$ cat src/rtl/tw_odo_pkg.sv
// shared types, constants and tables for the three wheel odometry block
package tw_odo_pkg;

    localparam int CORDIC_STEPS_DEF = 24;
    localparam int ROT_IW           = 5;
    localparam int VW               = 56;
    localparam int DW               = 21;
    localparam int PW               = 48;
    localparam int AW               = 88;

    localparam logic [31:0] INV_GAIN        = 32'h9B74EDA8;
    localparam logic [31:0] DIST_RST        = 32'd26843546;
    localparam logic [31:0] TURN_RST        = 32'd87517160;
    localparam logic [31:0] COR_RST         = 32'd0;
    localparam logic [19:0] LIM_RST         = 20'd4096;

    localparam logic [7:0] REG_DIST_PER_TICK       = 8'd0;
    localparam logic [7:0] REG_TURN_PER_TICK_DIFF  = 8'd1;
    localparam logic [7:0] REG_CENTER_OFFSET_RATIO = 8'd2;
    localparam logic [7:0] REG_MAX_TICK_STEP       = 8'd3;

    typedef struct packed {
        logic               kind;
        logic signed [31:0] left_count;
        logic signed [31:0] right_count;
        logic signed [31:0] center_count;
    } smp_item_t;

    typedef struct packed {
        logic signed [47:0] pos_x;
        logic signed [47:0] pos_y;
        logic signed [31:0] heading_out;
        logic               skipped;
    } res_item_t;

    typedef enum logic [2:0] {
        MUL_DTH,
        MUL_HALF,
        MUL_FWD,
        MUL_SIDE,
        MUL_GX,
        MUL_GY
    } mul_op_t;

    typedef enum logic [1:0] {
        PH_LO,
        PH_HI,
        PH_RND
    } mul_ph_t;

    typedef struct packed {
        logic              load_smp;
        logic              clear;
        logic              lat_mul;
        logic              lat_sub;
        logic              mul_en;
        mul_ph_t           mul_ph;
        mul_op_t           mul_op;
        logic              quad;
        logic              rot;
        logic [ROT_IW-1:0] rot_idx;
        logic              acc;
        logic              load_res;
    } dp_cmd_t;

    typedef struct packed {
        logic too_big;
    } dp_sts_t;

    function automatic logic [31:0] atan_lookup(input logic [ROT_IW-1:0] idx);
        logic [31:0] a;
        unique case (idx)
            5'd0:  a = 32'h20000000;
            5'd1:  a = 32'h12E4051E;
            5'd2:  a = 32'h09FB385B;
            5'd3:  a = 32'h051111D4;
            5'd4:  a = 32'h028B0D43;
            5'd5:  a = 32'h0145D7E1;
            5'd6:  a = 32'h00A2F61E;
            5'd7:  a = 32'h00517C55;
            5'd8:  a = 32'h0028BE53;
            5'd9:  a = 32'h00145F2F;
            5'd10: a = 32'h000A2F98;
            5'd11: a = 32'h000517CC;
            5'd12: a = 32'h00028BE6;
            5'd13: a = 32'h000145F3;
            5'd14: a = 32'h0000A2FA;
            5'd15: a = 32'h0000517D;
            5'd16: a = 32'h000028BE;
            5'd17: a = 32'h0000145F;
            5'd18: a = 32'h00000A30;
            5'd19: a = 32'h00000518;
            5'd20: a = 32'h0000028C;
            5'd21: a = 32'h00000146;
            5'd22: a = 32'h000000A3;
            5'd23: a = 32'h00000051;
            5'd24: a = 32'h00000029;
            5'd25: a = 32'h00000014;
            5'd26: a = 32'h0000000A;
            5'd27: a = 32'h00000005;
            5'd28: a = 32'h00000003;
            5'd29: a = 32'h00000001;
            5'd30: a = 32'h00000001;
            default: a = 32'h00000000;
        endcase
        return a;
    endfunction

endpackage

$ cat src/rtl/tw_odo_ctrl.sv
// sequencer for one odometry item: deltas, multiplies, cordic, accumulate
module tw_odo_ctrl #(
    parameter int CORDIC_STEPS = tw_odo_pkg::CORDIC_STEPS_DEF
) (
    input  logic                clk,
    input  logic                rst_n,
    input  logic                smp_valid,
    input  logic                smp_kind,
    output logic                smp_ready,
    output logic                res_valid,
    input  logic                res_ready,
    output tw_odo_pkg::dp_cmd_t cmd,
    input  tw_odo_pkg::dp_sts_t sts
);
    import tw_odo_pkg::*;

    typedef enum logic [8:0] {
        S_IDLE = 9'b000000001,
        S_CHK  = 9'b000000010,
        S_LATM = 9'b000000100,
        S_LATS = 9'b000001000,
        S_MUL  = 9'b000010000,
        S_QUAD = 9'b000100000,
        S_ROT  = 9'b001000000,
        S_ACC  = 9'b010000000,
        S_DONE = 9'b100000000
    } state_t;

    state_t            state_reg, state_next;
    mul_ph_t           ph_reg, ph_next;
    mul_op_t           op_reg, op_next;
    logic [ROT_IW-1:0] rot_reg, rot_next;
    logic              res_valid_reg, res_valid_next;

    assign smp_ready = (state_reg == S_IDLE);
    assign res_valid = res_valid_reg;

    always_comb
    begin
        state_next     = state_reg;
        ph_next        = ph_reg;
        op_next        = op_reg;
        rot_next       = rot_reg;
        res_valid_next = res_valid_reg;
        cmd            = '0;
        cmd.mul_ph     = ph_reg;
        cmd.mul_op     = op_reg;
        cmd.rot_idx    = rot_reg;
        if (res_valid_reg && res_ready)
        begin
            res_valid_next = 1'b0;
        end
        unique case (state_reg)
            S_IDLE:
            begin
                if (smp_valid)
                begin
                    if (smp_kind)
                    begin
                        cmd.clear  = 1'b1;
                        state_next = S_DONE;
                    end
                    else
                    begin
                        cmd.load_smp = 1'b1;
                        state_next   = S_CHK;
                    end
                end
            end
            S_CHK:
            begin
                state_next = sts.too_big ? S_DONE : S_LATM;
            end
            S_LATM:
            begin
                cmd.lat_mul = 1'b1;
                state_next  = S_LATS;
            end
            S_LATS:
            begin
                cmd.lat_sub = 1'b1;
                op_next     = MUL_DTH;
                ph_next     = PH_LO;
                state_next  = S_MUL;
            end
            S_MUL:
            begin
                cmd.mul_en = 1'b1;
                unique case (ph_reg)
                    PH_LO: ph_next = PH_HI;
                    PH_HI: ph_next = PH_RND;
                    default:
                    begin
                        ph_next = PH_LO;
                        unique case (op_reg)
                            MUL_DTH:  op_next = MUL_HALF;
                            MUL_HALF: op_next = MUL_FWD;
                            MUL_FWD:  op_next = MUL_SIDE;
                            MUL_SIDE: op_next = MUL_GX;
                            MUL_GX:   op_next = MUL_GY;
                            default:  state_next = S_QUAD;
                        endcase
                    end
                endcase
            end
            S_QUAD:
            begin
                cmd.quad   = 1'b1;
                rot_next   = '0;
                state_next = S_ROT;
            end
            S_ROT:
            begin
                cmd.rot = 1'b1;
                if (rot_reg == ROT_IW'(CORDIC_STEPS - 1))
                begin
                    state_next = S_ACC;
                end
                else
                begin
                    rot_next = rot_reg + 1'b1;
                end
            end
            S_ACC:
            begin
                cmd.acc    = 1'b1;
                state_next = S_DONE;
            end
            S_DONE:
            begin
                if (!res_valid_reg || res_ready)
                begin
                    cmd.load_res   = 1'b1;
                    res_valid_next = 1'b1;
                    state_next     = S_IDLE;
                end
            end
            default:
            begin
                state_next = S_IDLE;
            end
        endcase
    end

    always_ff @(posedge clk or negedge rst_n)
    begin
        if (!rst_n)
        begin
            state_reg     <= S_IDLE;
            ph_reg        <= PH_LO;
            op_reg        <= MUL_DTH;
            rot_reg       <= '0;
            res_valid_reg <= 1'b0;
        end
        else
        begin
            state_reg     <= state_next;
            ph_reg        <= ph_next;
            op_reg        <= op_next;
            rot_reg       <= rot_next;
            res_valid_reg <= res_valid_next;
        end
    end

endmodule

$ cat config.mk
export PLATFORM = sky130hd
export DESIGN_NAME = tw_odo_ctrl
export DESIGN_NICKNAME = d
export VERILOG_FILES = /design/src/rtl/tw_odo_pkg.sv /design/src/rtl/tw_odo_ctrl.sv
export SDC_FILE = /design/constraint.sdc
export NUM_CORES = 1
export LEC_CHECK = 0
export ABC_AREA = 1
export ABC_CLOCK_PERIOD_IN_PS = 1700
export CAP_MARGIN = 25
export CORE_AREA = 5 5 62 64
export DETAILED_ROUTE_END_ITERATION = 10
export DIE_AREA = 0 0 67 69
export DONT_BUFFER_PORTS = 1
export SETUP_SLACK_MARGIN = 0.3
export SYNTH_ARGS = -nofsm -noshare
export SYNTH_HDL_FRONTEND = slang
export SYNTH_SLANG_ARGS = --single-unit
$ cat constraint.sdc
create_clock -name clk -period 1.7 [get_ports clk]
set_input_delay 0.17 -clock clk [delete_from_list [all_inputs] [get_ports clk]]
set_output_delay 0.17 -clock clk [all_outputs]
set_load 0.005 [all_outputs]
### After elaboration in Yosys (flattened, before gate mapping)

Index checks and enable logic that the tools add are counted.

| storage, ports and cells | value |
|---|---|
| bits of input ports | 6 |
| output and inout bits | 21 |
| logic and storage cells | 70 |
| register bits after elaboration | 20 |

| operators by class | value |
|---|---|
| muxes and demuxes | 30 |
| eq/ne operators | 22 |
| reduce and logical (&&, ||, !) cells | 12 |
| $add $sub $neg | 1 |

Operator list:

| operator | number |
|---|---|
| $pmux W9 S9 | 1 |
| $mux W9 | 7 |
| $pmux W3 S5 | 1 |
| $mux W1 | 13 |
| $ne A2 B2 Y1 const B | 6 |
| $pmux W5 S2 | 1 |
| $eq A9 B1 Y1 const B | 1 |
| $eq A9 B2 Y1 const B | 1 |
| $eq A9 B3 Y1 const B | 1 |
| $eq A9 B4 Y1 const B | 1 |
| $eq A9 B5 Y1 const B | 1 |
| $eq A9 B6 Y1 const B | 1 |
| $eq A9 B7 Y1 const B | 1 |
| $eq A9 B8 Y1 const B | 1 |
| $eq A9 B9 Y1 const B | 1 |
| $pmux W2 S2 | 2 |
| $eq A3 B2 Y1 const B | 2 |
| $ne A6 B6 Y1 const B | 1 |
| $pmux W3 S2 | 1 |
| $add A5 B1 Y5 const B | 1 |
| $eq A5 B5 Y1 const B | 1 |
| $mux W5 | 1 |
| $reduce_and A5 Y1 | 1 |
| $reduce_or A5 Y1 | 1 |
| 14 further kinds | 16 |

### Longest topological paths before layout

Gate-level depths: netlist (run 1).

| logic depth | value |
|---|---|
| word-level depth | 5 |
| depth in mapped cells | 10 |
| mapped depth without buffers | 10 |

### Worst setup path before layout (run 1)

OpenSTA, ideal clock, no wires.

| timing path | value |
|---|---|
| path type | reg2out |
| from | register state_reg[0] |
| to | output cmd[18] (netlist name) |
| buffers on the path | 0 |
| arrival time | 1242 ps |
| data required time | 1530 ps |
| cell stages (with the launch flop) | 8 |
| path slack | 288 ps |
| cell sequence | dfstp_2 > inv_1 > nor2_1 > nand2_1 > nor2_4 > inv_2 > or2_1 > nor2_1 |

RTL lines:

| item | RTL line | text |
|---|---|---|
| start, declared | tw_odo_ctrl.sv:29 | `state_t state_reg, state_next;` |
| start signal, assigned | tw_odo_ctrl.sv:157 | `state_reg <= state_next;` |
| end, declared | tw_odo_ctrl.sv:12 | `output tw_odo_pkg::dp_cmd_t cmd,` |

==> metrics, run 1 <==
outcome=complete, but fails checks; failing checks=negative setup slack; CTS Buf Count=3; Crit path arrival time=1.59 ns; Yosys top cell area share=between 30% and 40%; clock latency reported for the late side of the worst-skew pair=0.30 ns; clk buf depth=2; pwr dens=~1100 nW/um2; Hold Vio Cnt, Final=0; Initial Utilization=a little under two fifths; fin area=1830 um2; post-route setup slack=-0.0571 ns; top post-synthesis cells by area=dfrtp_1, nand2_1, inv_1; dpl hpwl=2.06 mm; Yosys warning count=0; Crit. End Element=primary output; setup TNS=-0.0659 ns; Hold Path Stages=2; first drt pass iteration count=4; Final period util=103%; die width=67 um; CP startpoint kind=register; Die Y=between 60 and 70 um; most frequent CP cell=nor2_4; first-pass GRT wire length=roughly 5.2 mm; CP max stage cell=dfrtp_1; Crit Path Class=reg -> out; HP Start=smp_kind; P&R area growth vs syn=50.8%; overall power=around 2.1 mW; Netlist Area Pre-Place=approximately 1200 um2; HP Class=in -> reg; Core ar.=3230 um2; Setup-failing EPs final=2; full die area=4620 um2; TritonCTS Sinks=20; gr usage total=roughly 14%; CP max FO=4; reg2reg start=state_reg[6]$_DFFE_PN0P_; nets@finish=between 200 and 250; max reg flops=9; Clock Tree Root=clkbuf_4; largest net degree at the start of global routing=21; CTS tree=done; leak pwr=between 0.9 and 1 nW; crit-path cells=nor2_4 > nand3_4 > nor2_4 > inv_2 > or2_4 > nor2_4; worst path required time=roughly 1.5 ns; Final Skew=0.00299 ns; max_slew headroom=between 30% and 40%; CP startpoint=state_reg[7]$_DFFE_PN0P_; RePlAce Congestion=around 0.75; register area share after synthesis=41.3%; maximum clock rate=569 MHz; Post-DP Area=about 1300 um2; Avg Cell Area, Syn=between 7 and 8 um2; port bufs=0; Worst-Margin Slew=between 0.9 and 1 ns; final wirelength=3.53 mm; Cell variety after synth=24; H-tree level count=1; min Tclk post-route=1.76 ns; ANT cells=0; antenna viol nets, final=0; grt ovf=0; hold path endpoint=state_reg[1]$_DFFE_PN0P_; Via-to-Cell Ratio=around 4.9; Syn Inst Count=around 170; Yosys reg bits=20; drt wl/cell=14.4 um; Initial DRC Count=22; flop-to-flop setup slack=around 0.02 ns; unrepaired setup endpoints after global routing=yes; Via Count=about 1200; clock transition at the registers of the reported paths=roughly 0.10 ns; Post-route DRC=0; leading area contributor after synthesis=dfrtp_1; Site Rows=21; syn nets=around 180; peak supply drop=around 0.65 mV; number of global-route vias before repair=1135; FF-to-FF path depth=8; num ports=27; fin. max-slew vios=0; FF-to-FF End=op_reg[2]$_DFFE_PN0P_; proportion of layout cells with a drive suffix above 1=51.3%; total of max-cap violations=0; initial antenna violation count=0; filler cell count in the final layout=between 300 and 400; Crit path largest cell delay=around 0.44 ns
[logic make-up after synthesis]
group                    synth area share [%]
AND/OR/NAND/NOR                          40.5
buffers and inverters                    8.65
flip-flops                               41.3
AO/OA/AOI/OAI                            8.55
adder cells (fa/ha/maj)                  1.03
[cell usage in the layout (no fill, tap or decap), types with 3 or more instances in the layout]
| cell | instances |
|---|---|
| a21oi_1 | 3 |
| buf_4 | 17 |
| buf_6 | 6 |
| clkbuf_4 | 3 |
| dfrtp_1 | 15 |
| dfrtp_2 | 4 |
| dlygate4sd3_1 | 3 |
| inv_1 | 16 |
| inv_2 | 9 |
| inv_4 | 3 |
| nand2_1 | 26 |
| nand2_2 | 7 |
| nand2_4 | 9 |
| nand3_1 | 8 |
| nand3_2 | 4 |
| nand3_4 | 5 |
| nor2_1 | 15 |
| nor2_2 | 4 |
| nor2_4 | 14 |
| nor3_2 | 3 |
| o21ai_0 | 3 |
| o21ai_1 | 3 |
| o21ai_2 | 7 |
[report_power, final]
part | switching, mW | internal [mW] | total, mW
Clock | 0.139 | 0.0915 | 0.230
Combinational | 0.687 | 0.454 | 1.14
Sequential | 0.140 | 0.591 | 0.731
[critical path, delay by kind of cell, from the launching register on]
kind / cells / cell delay, ns
flip-flops: 1 / 0.44
AND/OR/NAND/NOR: 5 / 0.82
buffers and inverters: 1 / 0.04
[worst max-delay path by stage]
stage                     slack (ns)                endpoint  cells after the start
after global placement          0.20                 cmd[18]                      7
final                          -0.06                 cmd[18]                      6
after floorplan                 0.31                 cmd[18]                      7
after detailed placement        0.16  rot_reg[0]$_DFFE_PN0P_                      9
after CTS                      -0.12                 cmd[18]                      7
after global routing           -0.14                 cmd[18]                      7
[routing by layer]
| metal | wire [um] | part of all wire [%] | GRT usage (%) |
|---|---|---|---|
| met3 | 190 | 5.4 | 4.87 |
| met4 | 99 | 2.8 | 6.31 |
| met2 | 1920 | 54 | 23.3 |
| met5 | 0 | 0 | 0 |
| met1 | 1320 | 37 | 16.8 |
[per-stage QoR]
stage                     hold WS (ns)  worst slack [ns]  std cells  util, %
after floorplan                 -0.126             0.312        168        -
after global placement          -0.125             0.202        214     39.4
after detailed placement        -0.125             0.158        214     39.4
after CTS                       0.0525            -0.124        229     47.2
after global routing            0.0255            -0.144        245     56.7
final                           0.0495           -0.0571        245     56.7
[synthesized netlist by cell type]
master	count
or2_1	2
nor2_2	5
nor3_2	1
a21oi_1	3
o211ai_1	1
inv_1	27
dfstp_2	1
inv_2	1
nand3b_1	1
o21ai_0	10
nor3_1	3
nand2_2	3
o21ai_1	3
nand2_1	39
ha_1	1
o21ai_2	1
nor3b_1	1
nand3_2	2
nand3_1	14
nand3_4	1
o21a_1	1
dfrtp_1	19
nor2_1	24
nor2_4	4
[cell type report]
cell class | count | area, um2 | area share (%)
Clock buffer | 4 | 26.3 | 1.43
Inverter | 28 | 113 | 6.15
Multi-Input combinational cell | 120 | 883 | 48.2
Sequential cell | 20 | 507 | 27.7
Tap cell | 46 | 57.6 | 3.14
Timing Repair Buffer | 27 | 245 | 13.4
[what timing repair did]
| action | CTS | global route |
|---|---|---|
| hold buffers | 3 | 0 |
| hold endpoints to repair | 22 | 0 |
| cloned | 0 | 0 |
| pin swaps | 11 | 19 |
| endpoints found under the setup margin | 23 | 26 |
| resized for setup | 44 | 53 |
| buffers inserted | 8 | 16 |
(Power assumes the default switching activity.)
==> inputs of run 2 (changes only) <==
- ABC_AREA: 1 -> 0
- CORE_AREA: 5 5 62 64 -> 5 5 60 62
- DIE_AREA: 0 0 67 69 -> 0 0 65 67
==> run 2 against run 1 <==
The flow still finishes with violations (negative setup slack). Via count is 3.3% lower. Sequential cell count stayed put. Area after synthesis is 5.8% lower. Setup slack worse by 0.0056 ns. Register-to-register slack worse by 0.08 ns. Worst hold slack better by 0.029 ns. Cell count is 17% lower. Total power is 16% lower. Critical endpoint is now state_reg[7]$_DFFE_PN0P_.
==> metrics, run 2 <==
TritonCTS Sinks=20 (unchanged); most frequent cells in the layout=buf_4, buf_6, dfrtp_1; outcome=complete, but fails checks; CP startpoint=state_reg[5]$_DFFE_PN0P_; proportion of layout cells with a drive suffix above 1=57.3% (+6.1 points); Post-route DRC=0 (unchanged); leak pwr=0.816 nW (-12%); post-route setup slack=-0.0627 ns (-0.00559 ns); Core ar.=2980 um2 (-7.9%); fin area=1830 um2 (unchanged); Final Skew=0.00532 ns (+0.00232 ns); CP Buf/Inv Count=3 (+2); antenna viol nets, final=0 (unchanged); max_slew headroom=36.7% (-2.7 points); unrepaired setup endpoints after global routing=yes; fin util=61.5% (+4.8 points); CP startpoint kind=register; HP Class=in -> reg; Worst-Margin Slew=0.947 ns (+0.0397 ns); pwr dens=962 nW/um2 (-16%); Yosys reg bits=20 (unchanged); dpl hpwl=2.08 mm (+1.1%); ANT cells=0 (unchanged); Via Count=1157 (-3.3%); initial antenna violation count=0 (unchanged); crit-path cells=nor4_4 > buf_4 > buf_6 > buf_6 > nand3b_1 > o221ai_2 > nor2_1; Initial DRC Count=38 (+73%); Commonest cells post-synth=dfrtp_1, nor2_1, nand2_1; clock transition at the registers of the reported paths=0.12 ns (+0.02 ns); maximum clock rate=567 MHz (-0.32%); register area share after synthesis=43.8% (+2.5 points); number of global-route vias before repair=1181 (+4.1%); commonest non-fill, non-tap cell in the layout=buf_4; max reg flops=9 (unchanged); min Tclk post-route=1.76 ns (+0.00559 ns); first drt pass iteration count=4 (unchanged); CTS Buf Count=3 (unchanged); Site Rows=20 (-4.8%); Crit path largest cell delay=0.46 ns (+0.02 ns); Post-DP Area=1270 um2 (-0.49%); gr usage total=16.7% (+2.4 points); total of max-cap violations=0 (unchanged); P&R area growth vs syn=60.0%; Sequential cell area=510 um2 (+0.74%); FF-to-FF path depth=7 (-1); RePlAce Congestion=0.786 (+4.7%); die width=65 um (-3.0%); num ports=27 (unchanged); Crit Path Class=reg -> reg; flop-to-flop setup slack=-0.06 ns (-0.08 ns); filler cell count in the final layout=238 (-21%); syn nets=129 (-26%); Multi-input gate area=786 um2 (-11%); largest net degree at the start of global routing=21 (unchanged); grt ovf=0 (unchanged); Yosys warning count=0 (unchanged); Post-synth EDFFs=0 (unchanged); CP max FO=3 (-1); Hold Vio Cnt, Final=0 (unchanged); port bufs=0 (unchanged); leading area contributor after synthesis=dfrtp_1; ys async rst share=100% (unchanged); CTS tree=done; Avg Cell Area, Syn=9.38 um2 (+30%); Initial Utilization=38.4% (+0.85 points); nets@finish=179 (-14%); final wirelength=3.52 mm (-0.25%); CP max stage cell=dfrtp_2; cell depth of the worst setup path=7 (+1); first-pass GRT wire length=5.69 mm (+8.5%); Layout Cells excl Fill=204 (-17%); clk buf depth=2 (unchanged); Syn Inst Count=122 (-27%); worst path required time=1.89 ns (+0.36 ns); Crit. End Element=register; Cell variety after synth=39 (+63%); drt wl/cell=17.3 um (+20%); FF-to-FF End=state_reg[7]$_DFFE_PN0P_; failing checks=negative setup slack; top post-synthesis cells by area=dfrtp_1, nand3_1, nor2_1; H-tree level count=1 (unchanged); Setup-failing EPs final=9 (+7); Largest delay share family, worst path=simple AND/OR/NAND/NOR gates; Netlist Area Pre-Place=1140 um2 (-5.8%); Inst Count DP=163 (-24%); most frequent CP cell=buf_6; peak supply drop=0.475 mV (-27%); fin. max-slew vios=0 (unchanged); clock latency reported for the late side of the worst-skew pair=0.29 ns (about the same); Yosys top cell area share=41.5% (+2.4 points); Via-to-Cell Ratio=5.67 (+16%); Clock Tree Root=clkbuf_4; most frequent cell after synthesis=dfrtp_1; Crit path arrival time=1.95 ns (+0.36 ns); reg2reg start=state_reg[5]$_DFFE_PN0P_; ys flop type=dfrtp_1; CP endpoint=state_reg[7]$_DFFE_PN0P_; Die Y=67 um (-2.9%); Final period util=104% (+0.33 points); full die area=4360 um2 (-5.8%)
-- run 2: cell types whose count changed in the layout (fill, tap and decap cells not counted), moves of 5 or more --
| cell | previous run | this run |
|---|---|---|
| buf_4 | 17 | 31 |
| buf_6 | 6 | 15 |
| inv_1 | 16 | 2 |
| nand2_1 | 26 | 4 |
| nand2_4 | 9 | 1 |
| nand3_1 | 8 | 3 |
| nor2_1 | 15 | 10 |
| nor2_4 | 14 | 0 |
| o21ai_2 | 7 | 2 |
-- run 2: how the worst min path moves through the flow --
stage              start                  endpoint  slack, ns  cells after the start
2_1_floorplan      rst_n     op_reg[0]$_DFFE_PN0P_      -0.13                      0
3_3_place_gp       rst_n  state_reg[7]$_DFFE_PN0P_      -0.13                      0
3_5_place_dp       rst_n    rot_reg[2]$_DFFE_PN0P_      -0.13                      0
4_1_cts        res_ready       res_valid$_DFF_PN0_       0.08                      2
5_1_grt        res_ready       res_valid$_DFF_PN0_       0.07                      2
6_report       res_ready       res_valid$_DFF_PN0_       0.08                      2
-- run 2: cell families after synthesis --
logic type | synth area share (%)
AOI/OAI and AO/OA | 12.9
adders and majority gates | 1.09
buffers and inverters | 5.03
and+or+nand+nor | 33.3
xor gates and xnor gates | 3.82
DFF | 43.8
-- run 2: per-layer routing --
layer,vias up,global-route usage [%],wire [um]
met5,-,0,0
met2,23,29.2,1910
li1,552,-,-
met3,4,4.05,155
met1,578,21.0,1410
met4,0,2.64,44
-- run 2: timing repair --
| action | 4_1_cts | 5_1_grt |
|---|---|---|
| resized for setup | 54 | 13 |
| hold buffers | 3 | 0 |
| pin swaps | 16 | 10 |
| endpoints found under the hold margin | 22 | 0 |
| endpoints found under the setup margin | 27 | 26 |
| setup buffers | 24 | 10 |
-- run 2: through the flow --
stage	hold slack (ns)	setup TNS (ns)	power (mW)	setup slack, ns
floorplan	-0.126	0	0.936	0.0525
global placement	-0.125	0	1.05	0.0797
detailed placement	-0.125	0	1.05	0.0299
CTS	0.0768	-0.0335	1.62	-0.0183
global route	0.0719	-1.28	1.85	-0.139
finish	0.0789	-0.378	1.76	-0.0627
-- run 2: layout make-up --
cell class              instances  share of cell area (%)
flip-flops and latches         20                    27.9
inverters                       7                    1.43
well taps                      33                    2.25
clock buffers                   4                    1.98
repair buffers                 49                    23.6
multi-input cells              91                    42.9
-- run 2: report_power, final --
part	internal [mW]	leakage, nW	total (mW)	switching (mW)
Clock	0.130	0.0210	0.275	0.145
Combinational	0.476	0.533	0.873	0.397
Sequential	0.535	0.263	0.614	0.0781
==> inputs of run 3 (changes only) <==
- CELL_PAD_IN_SITES_DETAIL_PLACEMENT: not set -> 1
- CELL_PAD_IN_SITES_GLOBAL_PLACEMENT: not set -> 2
- CORE_AREA: 5 5 60 62 -> 5 5 62 64
- DIE_AREA: 0 0 65 67 -> 0 0 67 69
- PLACE_DENSITY_LB_ADDON: not set -> 0.1
==> run 3 against run 2 <==
The flow still finishes with violations (negative setup slack). Non-clock buffer count is 1 higher. Fmax down 0.97%. Setup slack worse by 0.017 ns. Via count grew 3.6%. Total power grew 12%. Sequential power about the same. Routed wire length rose by 16%. Critical endpoint is now cmd[17]. Largest cell class unchanged.
==> metrics, run 3 (same netlist as run 2, synthesis figures left out) <==
Initial Utilization=35.4% (-3.0 points); Crit. End Element=primary output; Clock Tree Root=clkbuf_4; maximum clock rate=562 MHz (-0.97%); total of max-cap violations=0 (unchanged); clock latency reported for the late side of the worst-skew pair=0.32 ns (+0.03 ns); Via-to-Cell Ratio=5.50 (-3.0%); die width=67 um (+3.1%); CP max FO=5 (+2); pwr dens=1040 nW/um2 (+8.1%); clk buf depth=2 (unchanged); CP startpoint=state_reg[1]$_DFFE_PN0P_; Setup-failing EPs final=7 (-2); outcome=complete, but fails checks; Core ar.=3230 um2 (+8.5%); first drt pass iteration count=5 (+1); leak pwr=0.835 nW (+2.3%); reg2reg start=state_reg[1]$_DFFE_PN0P_; initial antenna violation count=0 (unchanged); most frequent cells in the layout=buf_4, buf_6, dfrtp_1; final wirelength=4.08 mm (+16%); first-pass GRT wire length=6.50 mm (+14%); failing checks=negative setup slack; fin. max-slew vios=0 (unchanged); clock transition at the registers of the reported paths=0.12 ns (about the same); largest net degree at the start of global routing=21 (unchanged); dpl hpwl=2.47 mm (+19%); filler cell count in the final layout=358 (+50%); Crit path arrival time=1.61 ns (-0.34 ns); Post-DP Area=1310 um2 (+3.1%); Inst Count DP=179 (+9.8%); port bufs=0 (unchanged); antenna viol nets, final=0 (unchanged); fin area=1910 um2 (+4.0%); ANT cells=0 (unchanged); HP Start=smp_valid; setup TNS=-0.353 ns (+0.0258 ns); flop-to-flop setup slack=-0.04 ns (+0.02 ns); CTS Buf Count=3 (unchanged); CP Buf/Inv Count=2 (-1); Final period util=105% (+1.0 points); HP Class=in -> reg; proportion of layout cells with a drive suffix above 1=55.8% (-1.5 points); number of global-route vias before repair=1233 (+4.4%); crit-path cells=buf_4 > nor3b_4 > nand3_2 > inv_4 > and3_4; CP max stage cell=dfrtp_2; Hold Path Stages=2 (unchanged); worst path required time=1.53 ns (-0.36 ns); max reg flops=9 (unchanged); gr usage total=18.4% (+1.7 points); RePlAce Congestion=0.804 (+2.3%); Post-route DRC=0 (unchanged); CP startpoint kind=register; H-tree level count=1 (unchanged); P&R area growth vs syn=66.4%; num ports=27 (unchanged); Via Count=1199 (+3.6%); hold path endpoint=state_reg[8]$_DFFE_PN0P_; drt wl/cell=18.7 um (+8.4%); Largest delay share family, worst path=simple AND/OR/NAND/NOR gates; Die Y=69 um (+3.0%); Hold Vio Cnt, Final=0 (unchanged); nets@finish=180 (+0.56%); CTS tree=done; Initial DRC Count=23 (-39%); full die area=4620 um2 (+6.2%); Final Skew=0.00111 ns (-0.00421 ns); max_slew headroom=68.1% (+31 points); Site Rows=21 (+5.0%); TritonCTS Sinks=20 (unchanged); FF-to-FF path depth=8 (+1); peak supply drop=0.453 mV (-4.6%); FF-to-FF End=state_reg[5]$_DFFE_PN0P_; unrepaired setup endpoints after global routing=yes; Worst-Margin Slew=0.477 ns (-0.470 ns); Layout Cells excl Fill=218 (+6.9%); grt ovf=0 (unchanged); Crit Path Class=reg -> out; commonest non-fill, non-tap cell in the layout=buf_4; Crit path largest cell delay=0.47 ns (about the same); post-route setup slack=-0.0799 ns (-0.0172 ns); min Tclk post-route=1.78 ns (+0.0172 ns)
-- run 3: changes by cell type in the layout (fill, tap and decap cells not counted), sizes merged --
cell / previous run / this run
buf: 46 / 47
-- run 3: per-layer routing --
layer	track usage (%)	routed length (um)
met5	0	0
met4	7.66	90
met3	2.76	106
met2	31.9	2230
met1	21.9	1660
-- run 3: final cells by class --
type	instances	area (um2)	area share (%)
sequential	20	508	26.7
multi-input combinational	91	796	41.8
tap	46	57.6	3.02
timing repair buffer	50	479	25.1
clock buffer	4	36.3	1.90
inverter	7	28.8	1.51
-- run 3: what timing repair did --
action / in CTS / in global routing
endpoints found under the hold margin: 22 / 0
pin swaps: 12 / 12
buffers inserted: 24 / 7
hold buffers: 3 / 0
resized for setup: 38 / 30
setup endpoints to repair: 27 / 27
-- run 3: how the worst max path moves through the flow --
stage	endpoint	slack, ns	cells after the start
3_5_place_dp	rot_reg[1]$_DFFE_PN0P_	0.01	4
6_report	cmd[17]	-0.08	5
5_1_grt	cmd[17]	-0.16	4
4_1_cts	cmd[15]	-0.06	5
3_3_place_gp	rot_reg[2]$_DFFE_PN0P_	0.05	4
2_1_floorplan	rot_reg[3]$_DFFE_PN0P_	0.05	5
-- run 3: where the power goes --
group / internal (mW) / leakage (nW) / switching, mW / total [mW]
clock: 0.131 / 0.0210 / 0.165 / 0.297
combinational: 0.595 / 0.548 / 0.474 / 1.07
sequential: 0.536 / 0.266 / 0.0795 / 0.615
-- run 3: per-stage QoR --
stage | setup slack, ns | utilization, % | power (mW) | hold WS, ns
3_5_place_dp | 0.00973 | 40.4 | 1.11 | -0.125
2_1_floorplan | 0.0525 | - | 0.936 | -0.126
5_1_grt | -0.156 | 59.0 | 2.09 | 0.0665
6_report | -0.0799 | 59.0 | 1.98 | 0.0442
3_3_place_gp | 0.0472 | 40.4 | 1.09 | -0.125
4_1_cts | -0.0618 | 52.4 | 1.76 | 0.0363
